**src/hdl/msc_pkg.sv**
```systemverilog
// Shared widths, constants, FSM state type and control structs for the
// magnetometer sample correction block. No dependencies.
package msc_pkg;

	// Field widths
	localparam int RAW_W     = 16;
	localparam int ADJ_W     = 8;
	localparam int GAIN_W    = 9;
	localparam int GAIN_OFS  = 128;
	localparam int P1_W      = 25;
	localparam int P2_W      = 38;
	localparam int SCALE_K   = 6141;
	localparam int FRAC_SH   = 16;
	localparam int FIELD_W   = 22;
	localparam int SUM_W     = 29;
	localparam int OFS_W     = 18;
	localparam int OFS_SH    = 4;
	localparam int OVF_BIT   = 3;
	localparam int IDX_W     = 2;

	// Stream payload widths
	localparam int IN_DATA_W  = 56;
	localparam int IN_USER_W  = 1;
	localparam int OUT_DATA_W = 72;
	localparam int OUT_USER_W = 3;

	// Configuration register indexes
	localparam logic [IDX_W-1:0] REG_ADJ_X = 2'd0;
	localparam logic [IDX_W-1:0] REG_ADJ_Y = 2'd1;
	localparam logic [IDX_W-1:0] REG_ADJ_Z = 2'd2;

	typedef enum logic [2:0] {
		ST_IDLE,
		ST_MUL1,
		ST_MUL2,
		ST_UPD,
		ST_DLOAD,
		ST_DSTEP,
		ST_DDONE
	} state_t;

	// Controller to lanes
	typedef struct packed {
		logic capture;
		logic clear_sum;
		logic add_sum;
		logic use_offset;
		logic div_load;
		logic div_step;
		logic div_done;
	} ctl_t;

	// Controller to result register
	typedef struct packed {
		logic load;
		logic zero;
		logic overflow;
		logic calibrating;
		logic updated;
	} res_t;

endpackage

```
**src/hdl/msc_ctrl.sv**
```systemverilog
// Sequencer for the correction block: item handshake, calibration count,
// divider stepping and result flags. Uses msc_pkg.
module msc_ctrl #(
	parameter int CALIB_SAMPLES = 100
) (
	input  logic          clk,
	input  logic          arst_n,
	input  logic          s_tvalid,
	output logic          s_tready,
	input  logic          op,
	input  logic          ovf_in,
	input  logic          out_free,
	output msc_pkg::ctl_t ctl,
	output msc_pkg::res_t res
);
	import msc_pkg::*;

	localparam int CNT_W = $clog2(CALIB_SAMPLES + 1);

	state_t           state_q;
	state_t           state_nx;
	logic             op_q;
	logic             ovf_q;
	logic             cal_q;
	logic [CNT_W-1:0] cnt_q;

	logic             upd_go;
	logic             good;
	logic             done;
	logic [CNT_W:0]   cnt_inc;

	assign upd_go  = (state_q == ST_UPD) && out_free;
	assign good    = !op_q && !ovf_q;
	assign cnt_inc = {1'b0, cnt_q} + (CNT_W+1)'(1);
	assign done    = good && cal_q && (cnt_inc >= (CNT_W+1)'(CALIB_SAMPLES));

	// Next state
	always_comb begin
		state_nx = state_q;
		case (state_q)
			ST_IDLE:  if (s_tvalid) begin
				state_nx = ST_MUL1;
			end
			ST_MUL1:  state_nx = ST_MUL2;
			ST_MUL2:  state_nx = ST_UPD;
			ST_UPD:   if (out_free) begin
				state_nx = done ? ST_DLOAD : ST_IDLE;
			end
			ST_DLOAD: state_nx = ST_DSTEP;
			ST_DSTEP: state_nx = ST_DDONE;
			ST_DDONE: state_nx = ST_IDLE;
			default:  state_nx = ST_IDLE;
		endcase
	end

	// Outputs
	always_comb begin
		s_tready        = (state_q == ST_IDLE);
		ctl.capture     = s_tvalid && (state_q == ST_IDLE);
		ctl.clear_sum   = upd_go && op_q;
		ctl.add_sum     = upd_go && good && cal_q;
		ctl.use_offset  = !cal_q;
		ctl.div_load    = (state_q == ST_DLOAD);
		ctl.div_step    = (state_q == ST_DSTEP);
		ctl.div_done    = (state_q == ST_DDONE);
		res.load        = upd_go;
		res.zero        = !good;
		res.overflow    = ovf_q && !op_q;
		res.calibrating = op_q || (cal_q && !done);
		res.updated     = done;
	end

	// State, item flags and calibration progress
	always_ff @(posedge clk or negedge arst_n) begin
		if (!arst_n) begin
			state_q <= ST_IDLE;
			op_q    <= 1'b0;
			ovf_q   <= 1'b0;
			cal_q   <= 1'b1;
			cnt_q   <= '0;
		end else begin
			state_q <= state_nx;
			if (ctl.capture) begin
				op_q  <= op;
				ovf_q <= ovf_in;
			end
			if (upd_go) begin
				if (op_q) begin
					cnt_q <= '0;
					cal_q <= 1'b1;
				end else if (good && cal_q) begin
					cnt_q <= cnt_inc[CNT_W-1:0];
					if (done) begin
						cal_q <= 1'b0;
					end
				end
			end
		end
	end

endmodule

```
**config.mk**
```make
export PLATFORM = sky130hd
export DESIGN_NAME = msc_ctrl
export DESIGN_NICKNAME = d
export VERILOG_FILES = /design/src/hdl/msc_pkg.sv /design/src/hdl/msc_ctrl.sv
export SDC_FILE = /design/constraint.sdc
export NUM_CORES = 1
export LEC_CHECK = 0
export ABC_AREA = 0
export BUFFER_PORTS_ARGS = -buffer_cell sky130_fd_sc_hd__buf_4
export CAP_MARGIN = 10
export CORE_UTILIZATION = 52
export DETAILED_ROUTE_END_ITERATION = 12
export PLACE_DENSITY = 0.77
export SLEW_MARGIN = 20
export SYNTH_ARGS = -nofsm -noshare
export SYNTH_HDL_FRONTEND = slang
export SYNTH_SLANG_ARGS = --single-unit
```
**constraint.sdc**
```tcl
create_clock -name clk -period 2.8 [get_ports clk]
set_input_delay 0.56 -clock clk [delete_from_list [all_inputs] [get_ports clk]]
set_output_delay 0.56 -clock clk [all_outputs]
set_load 0.02 [all_outputs]
```
==> summary.md <==
| Metric | Value |
|---|---|
| Outcome | `finished with violations` |
| Violated checks | `DRC` |
| Clk_lat worst skew | `0.28 ns` |
| Max IR drop VDD | `0.7181 mV` |
| CP Max Fanout | `7` |
| Total power | `1.262 mW` |
| Cell Chain, Critical Path | `ha_2 -> and2_1 -> nor4bb_1 -> or4_1 -> o21ai_1 -> buf_4` |
| Post-synthesis cell type count | `34` |
| Sink Count | `13` |
| Seq pwr share | `around a third` |
| Longest Clk Path Bufs | `2` |
| Min Tclk post-route | `2.694 ns` |
| WL per Instance | `13.64 microns` |
| CTS tree | `yes` |
| Hold WS | `roughly 0.11 ns` |
| Critical Path Sink Type | `output port` |
| Fillers | `139` |
| Routed WL | `1923 microns` |
| Final Cycle Share | `96.22%` |
| Critical path class | `flop to output port` |
| Slew Viols, Final | `0` |
| Syn Inst Count | `between 100 and 150` |
| Setup repair bufs after CTS | `0` |
| DRT Pass-1 Iters | `8` |
| Met1 Use GR | `32.35%` |
| Routability cong. | `0.8130` |
| Internal | `approximately 640 uW` |
| Sequential share of the synthesized area | `36.30%` |
| Area growth from synthesis to layout | `14.05%` |
| Share of post-route cells with drive strength above 1 | `20.80%` |
| Worst-margin pin slew | `0.4455 ns` |
| Root Driver | `clkbuf_4` |
| Crit path DAT | `2.13 ns` |
| Die height | `43.60 microns` |
| Setup Skew | `0.008338 ns` |
| Hold Crit Class | `primary input to async pin` |
| Overflow left after global routing | `0` |
| Port bufs | `18` |
| I/O pin count | `19` |
| FMAX | `between 300 and 400 MHz` |
| Total power per unit cell area | `approximately 1200 mW/mm^2` |
| Routed vias | `848` |
| Largest stage delay, worst path | `0.54 ns` |
| Synth Cell Area | `899.6 sq um` |
| Post-layout nets | `134` |
| Via density | `about 6.0` |
| Total Neg Setup Slack | `0 ns` |
| Net Sw Frac | `49.68%` |
| Die X | `43.60 microns` |
| Synth Register Bits | `13` |
| Slew headroom | `70.03%` |
| Core box area | `0.001559 sq mm` |
| Antenna viol nets, final | `0` |
| Gr busiest metal | `met2` |
| Met3 global-route usage | `2.500%` |
| HPWL Detailed | `1421 microns` |
| # diodes | `0` |
| Worst path top cell family by delay | `simple AND/OR/NAND/NOR gates` |
| Vias in the first global route | `between 700 and 800` |
| Htree depth | `1` |
| Gate power share | `~56%` |
| Pin count of the biggest net entering global routing | `16` |
| Critical Path Source Type | `flop` |
| CP required | `2.24 ns` |
| Initial Util | `57.70%` |
| CP Buf/Inv Count | `1` |
| DRT iter0 DRCs | `24` |
| P_sw | `around 630 uW` |
| Setup violators final | `0` |
| Slowest-stage cell, CP | `or4_1` |
| First-pass GRT wire length | `3339 microns` |
| Site Rows | `14` |
| Hold Fails Final Rpt | `0` |
| CTS Buf Count | `3` |
| Residual DRC count | `1` |
| Initial antenna violation count | `0` |
| Die area | `~0.0019 sq mm` |
| RSZ-0062 raised after global routing | `false` |
| # Max-Cap Violations | `0` |
| Leakage power | `0.4897 nW` |
| Clock slew at reported path FFs | `0.08 ns` |
| GR Layer Usage met2 | `a little under two fifths` |
| Post-Syn Nets | `about 120` |
| YS warnings | `0` |
| GRT Util Overall | `23.60%` |
| Clock share of power | `9.2%` |
| Syn avg cell area | `around 8 sq um` |
-- cell usage after synthesis --
master	count	share of area, %
nand2_1	13	5.4
a32oi_1	1	0.97
buf_2	1	0.56
nand3_1	3	1.7
buf_6	2	2.5
dfrtp_1	12	33
and2_1	3	2.1
o31ai_1	2	1.7
or4_1	3	2.5
o22ai_1	1	0.70
nand3b_1	1	0.83
clkbuf_1	2	0.83
nor2_1	11	4.6
nand2b_1	1	0.70
a22oi_1	1	0.83
mux2i_1	2	2.2
and3_1	1	0.70
a21o_1	2	1.7
o21ai_0	8	4.5
nor4_1	1	0.70
inv_1	7	2.9
nor4_2	1	1.4
nand4b_4	1	2.6
a31oi_1	1	0.70
dfstp_2	1	2.9
ha_1	2	2.8
nor2b_1	1	0.70
mux2_2	1	1.3
a21oi_1	11	6.1
nor3_1	7	3.9
o21ai_1	2	1.1
nor4bb_1	1	1.1
buf_4	3	2.5
o31a_1	1	0.97
-- power groups by stage --
stage                     Combinational (mW)  Sequential [mW]  Clock (mW)
after floorplan                        0.614            0.353           0
after global placement                 0.690            0.430           0
after detailed placement               0.701            0.437           0
after CTS                              0.707            0.434       0.120
after global routing                   0.787            0.458       0.127
final                                  0.706            0.440       0.117
-- worst paths after layout --
path                                 startpoint                      to  slack (ns)  cells past startpoint
setup / recovery           cnt_q[0]$_DFFE_PN0P_                  res[1]        0.11                      6
hold / removal                           arst_n  state_q[2]$_DFFE_PN0P_        0.11                      1
setup reg to reg           cnt_q[0]$_DFFE_PN0P_       cal_q$_DFFE_PN1P_        1.02                      5
hold reg to reg            cnt_q[5]$_DFFE_PN0P_    cnt_q[5]$_DFFE_PN0P_        0.58                      2
max in group asynchronous                arst_n       cal_q$_DFFE_PN1P_        2.46                      1
min in group clk                             op        op_q$_DFFE_PN0P_        0.48                      3
-- through the flow --
stage	util, %	instances	cell area [sq um]	setup slack, ns
floorplan	-	111	899.6	0.3788
global placement	63.96	137	997.2	0.3988
detailed placement	63.96	137	997.2	0.3699
CTS	65.65	141	1023	0.04056
global route	65.81	141	1026	0.01333
finish	65.81	141	1026	0.1059
-- layer usage --
layer / share of wire [%] / routed length (microns)
met3: 6.7 / 128
met2: 48 / 921
met5: 0 / 0
met4: 1.2 / 24
met1: 44 / 848
-- layout make-up --
cell class	instances	area, sq um	share of cell area [%]
sequential	13	326.6	31.83
inverter	7	26.28	2.561
tap	16	20.02	1.951
multi-input combinational	83	491.7	47.93
clock buffer	4	26.28	2.561
timing repair buffer	18	135.1	13.17
-- kinds of logic after synthesis --
logic type	after synthesis	synth area share [%]
multiplexers	3	3.477
AND/OR/NAND/NOR	48	28.93
adder cells (fa/ha/maj)	2	2.781
AO/OA/AOI/OAI	30	19.19
buffers and inverters	15	9.318
flip-flops	13	36.30
-- what timing repair did --
action / in CTS / in global routing
gates resized for setup: 0 / 1
hold buffers: 0 / 0
endpoints found under the hold margin: 0 / 0
endpoints found under the setup margin: 0 / 1
-- state kept, by name, indices dropped and copies added, names as in the netlist --
register and flops:
cnt_q 7, state_q 3, cal_q 1, op_q 1, ovf_q 1
-- cells in the final DEF (no fill, tap or decap), types with 7 or more instances in the layout --
cell     count
buf_4       18
nand2_1     13
dfrtp_1     12
nor2_1      11
a21oi_1     11
o21ai_0      8
inv_1        7
nor3_1       7
Note: power is estimated with default switching activity, not from simulation.
