## config.mk

```make
export PLATFORM = sky130hd
export DESIGN_NAME = msc_lane
export DESIGN_NICKNAME = d
export VERILOG_FILES = /design/src/hdl/msc_pkg.sv /design/src/hdl/msc_lane.sv
export SDC_FILE = /design/constraint.sdc
export NUM_CORES = 2
export LEC_CHECK = 0
export ABC_CLOCK_PERIOD_IN_PS = 8800
export BUFFER_PORTS_ARGS = -buffer_cell sky130_fd_sc_hd__buf_2
export CAP_MARGIN = 20
export CELL_PAD_IN_SITES_DETAIL_PLACEMENT = 1
export CELL_PAD_IN_SITES_GLOBAL_PLACEMENT = 1
export CORE_MARGIN = 10
export CORE_UTILIZATION = 53
export DETAILED_ROUTE_END_ITERATION = 10
export PLACE_DENSITY_LB_ADDON = 0.1
export SLEW_MARGIN = 5
export SYNTH_ARGS = -nofsm -noshare
export SYNTH_HDL_FRONTEND = slang
export SYNTH_SLANG_ARGS = --single-unit
```

## constraint.sdc

```tcl
create_clock -name clk -period 8.8 [get_ports clk]
set_input_delay 0.44 -clock clk [delete_from_list [all_inputs] [get_ports clk]]
set_output_delay 0.44 -clock clk [all_outputs]
set_load 0.005 [all_outputs]
```

## src/hdl/msc_pkg.sv

```systemverilog
// Shared widths, constants, FSM state type and control structs for the
// magnetometer sample correction block. No dependencies.
package msc_pkg;

	// Field widths
	localparam int RAW_W     = 16;
	localparam int ADJ_W     = 8;
	localparam int GAIN_W    = 9;
	localparam int GAIN_OFS  = 128;
	localparam int P1_W      = 25;
	localparam int P2_W      = 38;
	localparam int SCALE_K   = 6141;
	localparam int FRAC_SH   = 16;
	localparam int FIELD_W   = 22;
	localparam int SUM_W     = 29;
	localparam int OFS_W     = 18;
	localparam int OFS_SH    = 4;
	localparam int OVF_BIT   = 3;
	localparam int IDX_W     = 2;

	// Stream payload widths
	localparam int IN_DATA_W  = 56;
	localparam int IN_USER_W  = 1;
	localparam int OUT_DATA_W = 72;
	localparam int OUT_USER_W = 3;

	// Configuration register indexes
	localparam logic [IDX_W-1:0] REG_ADJ_X = 2'd0;
	localparam logic [IDX_W-1:0] REG_ADJ_Y = 2'd1;
	localparam logic [IDX_W-1:0] REG_ADJ_Z = 2'd2;

	typedef enum logic [2:0] {
		ST_IDLE,
		ST_MUL1,
		ST_MUL2,
		ST_UPD,
		ST_DLOAD,
		ST_DSTEP,
		ST_DDONE
	} state_t;

	// Controller to lanes
	typedef struct packed {
		logic capture;
		logic clear_sum;
		logic add_sum;
		logic use_offset;
		logic div_load;
		logic div_step;
		logic div_done;
	} ctl_t;

	// Controller to result register
	typedef struct packed {
		logic load;
		logic zero;
		logic overflow;
		logic calibrating;
		logic updated;
	} res_t;

endpackage

```

## src/hdl/msc_lane.sv

```systemverilog
// One axis lane: sensitivity scaling in two multiply stages, offset removal
// with saturation, calibration sum and a reciprocal-multiply offset divider.
// Uses msc_pkg.
module msc_lane #(
	parameter int CALIB_SAMPLES = 100
) (
	input  logic                               clk,
	input  logic                               arst_n,
	input  msc_pkg::ctl_t                      ctl,
	input  logic [msc_pkg::RAW_W-1:0]          raw,
	input  logic [msc_pkg::ADJ_W-1:0]          adjust,
	output logic signed [msc_pkg::FIELD_W-1:0] field
);
	import msc_pkg::*;

	// |sum| / 16 is a shift; the rest is floor(mag * ceil(2^RCP_SH / N) / 2^RCP_SH),
	// exact for every magnitude below 2^MAG_W
	localparam int MAG_W  = SUM_W - 1 - OFS_SH;
	localparam int RCP_SH = MAG_W + $clog2(CALIB_SAMPLES);
	localparam int RCP_W  = MAG_W + 2;
	localparam int QP_W   = MAG_W + RCP_W;
	localparam longint RCP_L = ((longint'(1) <<< RCP_SH) + longint'(CALIB_SAMPLES) - 1)
		/ longint'(CALIB_SAMPLES);
	localparam logic [RCP_W-1:0] RCP_C = RCP_W'(RCP_L);
	localparam logic signed [P2_W-1:0] K_C = P2_W'(SCALE_K);
	localparam logic signed [FIELD_W:0] SAT_HI = (FIELD_W+1)'((1 << (FIELD_W-1)) - 1);
	localparam logic signed [FIELD_W:0] SAT_LO = -(FIELD_W+1)'(1 << (FIELD_W-1));

	logic [RAW_W-1:0]          raw_q;
	logic signed [P1_W-1:0]    prod1_s1;
	logic signed [P2_W-1:0]    prod2_s2;
	logic signed [SUM_W-1:0]   sum_q;
	logic signed [OFS_W-1:0]   offset_q;
	logic [MAG_W-1:0]          mag_q;
	logic [QP_W-1:0]           quo_q;
	logic                      neg_q;

	logic [GAIN_W-1:0]         gain;
	logic signed [P1_W-1:0]    raw_ext;
	logic signed [P1_W-1:0]    gain_ext;
	logic signed [P2_W-1:0]    p1_ext;
	logic signed [FIELD_W-1:0] scaled;
	logic signed [FIELD_W:0]   diff;
	logic [SUM_W-1:0]          sum_mag;

	// Raw sample capture
	always_ff @(posedge clk) begin
		if (ctl.capture) begin
			raw_q <= raw;
		end
	end

	// Gain (adjust + 128) and the two multiply stages
	assign gain     = GAIN_W'({1'b0, adjust}) + GAIN_W'(GAIN_OFS);
	assign raw_ext  = {{(P1_W-RAW_W){raw_q[RAW_W-1]}}, raw_q};
	assign gain_ext = {{(P1_W-GAIN_W){1'b0}}, gain};
	assign p1_ext   = {{(P2_W-P1_W){prod1_s1[P1_W-1]}}, prod1_s1};

	always_ff @(posedge clk) begin
		prod1_s1 <= raw_ext * gain_ext;
		prod2_s2 <= p1_ext * K_C;
	end

	// Floor shift by 16; the value always fits the field width
	assign scaled = prod2_s2[FRAC_SH +: FIELD_W];

	// Offset removal with saturation
	assign diff = {scaled[FIELD_W-1], scaled}
		- {offset_q[OFS_W-1], offset_q, {OFS_SH{1'b0}}};

	always_comb begin
		field = scaled;
		if (ctl.use_offset) begin
			if (diff > SAT_HI) begin
				field = SAT_HI[FIELD_W-1:0];
			end else if (diff < SAT_LO) begin
				field = SAT_LO[FIELD_W-1:0];
			end else begin
				field = diff[FIELD_W-1:0];
			end
		end
	end

	// Sum magnitude; the sum never reaches full negative scale
	assign sum_mag = sum_q[SUM_W-1] ? (~sum_q + SUM_W'(1)) : sum_q;

	// Calibration sum and offset
	always_ff @(posedge clk or negedge arst_n) begin
		if (!arst_n) begin
			sum_q    <= '0;
			offset_q <= '0;
		end else begin
			if (ctl.clear_sum) begin
				sum_q <= '0;
			end else if (ctl.add_sum) begin
				sum_q <= sum_q + {{(SUM_W-FIELD_W){scaled[FIELD_W-1]}}, scaled};
			end
			if (ctl.div_done) begin
				offset_q <= neg_q ? -quo_q[RCP_SH +: OFS_W] : quo_q[RCP_SH +: OFS_W];
			end
		end
	end

	// Divider datapath: shifted magnitude, then one reciprocal multiply
	always_ff @(posedge clk) begin
		if (ctl.div_load) begin
			neg_q <= sum_q[SUM_W-1];
			mag_q <= sum_mag[SUM_W-2:OFS_SH];
		end
		if (ctl.div_step) begin
			quo_q <= mag_q * RCP_C;
		end
	end

endmodule

```

==> metrics <==
synth warn 0; Final Max Slew Viols 0; core area 54,030 um^2; post-detailed-route count of antenna-violating nets 0; CP max FO 8; clk sinks 153; sequential share of the synthesized area 13.42%; vias in the first global route 24,027; max incr delay on CP 590 ps; Worst-Margin Slew 821.6 ps; Area Overhead vs Synth 5.646%; CTS max path bufs 2; HP Class in2reg; highest clock rate 134.5 MHz; drt pass-1 iters 5; # rows 85; post-layout minimum cycle time 7435 ps; crit path kind reg2reg; Die X 253.9 um; final setup violation count 0; delay-heaviest family, CP adder cells; WHS Path Cells 1; antenna violations before repair 0; Worst Path Required 9040 ps; GP Congestion 0.8985; final hold vios 0; Post-synth EDFFs 59; FF-to-FF Start mag_q[7]; H-tree level count 4; number of max-cap violations 0; Sum Neg Setup Slack 0 ps; top cell type's share of synthesized area 33.43%; Register-to-Register Path Depth 23; initial core utilization 53.65%; unrepaired setup endpoints after global routing false; Hold Crit Start raw[10]; CTS Buf Count 17; Fillers 6,099; status complete, no violations; Crit-path slowest cell edfxtp_1; hold slack final 132.0 ps; dominant cell by count in the synthesized netlist inv_1; Synth cell types 65; wire per inst 20.78 um; Crit path top cell by count fa_1; net count after synthesis 3,948; Mapped Area 28,980 um^2; first-pass GRT wire length 126,600 um; post-synthesis async set-or-reset flop share 30.72%; vias per inst 5.529; Synth area leaders fa_1 33%, ha_1 20%, inv_1 9.9%; global route overflow 0; I/O Pins 55; Arr. time, crit path 7670 ps; CTS Root Buffer Type clkbuf_16; final WL 77,280 um; largest net degree at the start of global routing 36; WP buf/inv 6; R2R Path End quo_q[48]; Hold Path End raw_q[10]; Die Y-Extent 253.9 um; cell taking the most area after synthesis fa_1; Die ar. 64,440 um^2; PortBufs 54; Worst-Skew Late Latency 480 ps; post-CTS setup buffer count 0; total track usage 25.28%; Yosys reg bits 153; Mapped Cells 2,965; TritonCTS clock tree built; nets 3,992; 1st-iter DRT viols 865; vias 20,556; share of cells above drive strength 1 4.203%; Final HPWL DP 67,880 um; crit-path cells inv_1 -> fa_1 -> inv_1 -> fa_1 -> inv_1 -> fa_1 -> inv_1 -> fa_1 -> fa_1 -> fa_1 -> inv_1 -> fa_1 -> inv_1 -> ha_1 -> a21oi_1 -> o21ai_0 -> a221oi_1 -> nor2_1 -> a21oi_1 -> o31ai_1 -> o41a_1 -> or4_1 -> and3_1; nature of the critical path startpoint register; Post-synth top cells 767 x inv_1, 484 x fa_1, 466 x ha_1; Avg Cell Area, Syn 9.775 um^2; clk slew on worst S/H paths 80 ps; r2r setup slk 1360 ps; # DRC 0; Worst setup EP type register; Final period util 84.49%; relative slew slack 45.22%; Layout Skew 20.08 ps; antenna cells 0; top_reg_cell synth edfxtp_1
==> registers in the layout, summed over array words and instances (netlist names) <==
register,count
quo_q,18
raw_q,16
prod2_s2,22
mag_q,24
neg_q,1
sum_q,29
offset_q,18
prod1_s1,25
==> cells in the final DEF (no fill, tap or decap), types with 6 or more instances in the layout <==
cell type,Yosys,final
inv_1,767,767
fa_1,484,484
ha_1,466,466
a21oi_1,125,125
nor2_1,121,121
nand2_1,120,120
xnor2_1,97,97
o21ai_0,72,72
and2_1,67,67
edfxtp_1,59,59
buf_2,2,54
dfrtp_1,47,47
dfxtp_1,47,47
a21o_1,45,45
xor2_1,43,43
a211oi_1,35,35
nand3_1,23,23
o21a_1,20,20
nand2b_1,19,19
o22ai_1,18,18
nand4_1,17,17
nor2b_1,17,17
nor3_1,17,17
or3_1,17,17
mux2i_1,17,17
clkbuf_16,0,17
a31oi_1,15,15
or2_2,15,15
mux2_2,15,15
o21bai_1,15,15
o31ai_1,15,15
and3_1,11,11
o211ai_1,8,8
or4_1,7,7
a221oi_1,6,6
==> area by class of cell <==
| class | count | area [um^2] | share of cell area, % |
|---|---|---|---|
| Clock inverter | 15 | 143.9 | 0.4699 |
| Timing Repair Buffer | 60 | 330.3 | 1.079 |
| Inverter | 767 | 2879 | 9.402 |
| Multi-Input combinational cell | 2010 | 22080 | 72.12 |
| Tap cell | 696 | 870.8 | 2.844 |
| Sequential cell | 153 | 3889 | 12.70 |
| Clock buffer | 17 | 425.4 | 1.389 |
==> how the worst max path moves through the flow <==
stage               depth (start not counted)         to  slack (ps)     start
floorplan                                  23  quo_q[48]        2040  mag_q[7]
global placement                           23  quo_q[48]        1510  mag_q[7]
detailed placement                         23  quo_q[48]        1340  mag_q[7]
CTS                                        23  quo_q[48]        1350  mag_q[7]
global route                               23  quo_q[48]         890  mag_q[7]
finish                                     23  quo_q[48]        1360  mag_q[7]
==> per-stage QoR <==
stage / instance area, um^2 / instances / util, % / setup slack, ps
3_3_place_gp: 30010 / 3682 / 55.54 / 1509
2_1_floorplan: 28980 / 2965 / - / 2040
4_1_cts: 30610 / 3716 / 56.65 / 1348
3_5_place_dp: 30030 / 3683 / 55.58 / 1336
5_1_grt: 30620 / 3718 / 56.68 / 892.6
6_report: 30620 / 3718 / 56.68 / 1365
==> routing by layer <==
metal / wire length (um) / track usage, %
met5: 0 / 0
met4: 2664 / 9.116
met3: 2228 / 3.075
met2: 40210 / 46.10
met1: 32180 / 30.04
==> cells by family (layout without fill, tap and decap cells) <==
logic type | Yosys count | in the layout | share of synthesized area (%)
compound gates | 416 | 416 | 9.113
xor+xnor | 140 | 140 | 4.230
simple gates | 471 | 471 | 8.116
fa+ha+maj | 950 | 950 | 53.55
mux | 32 | 32 | 1.170
other cells | 1 | 1 | 0.01294
buf+inv | 802 | 859 | 10.39
flops | 153 | 153 | 13.42
==> timing repair <==
action | 4_1_cts | 5_1_grt
hold buffers | 1 | 0
hold endpoints to repair | 22 | 0
resized for setup | 0 | 0
Power is left out: the tool's default activity adds up to more than one toggle a clock period on the data nets, which glitch-free logic cannot reach.
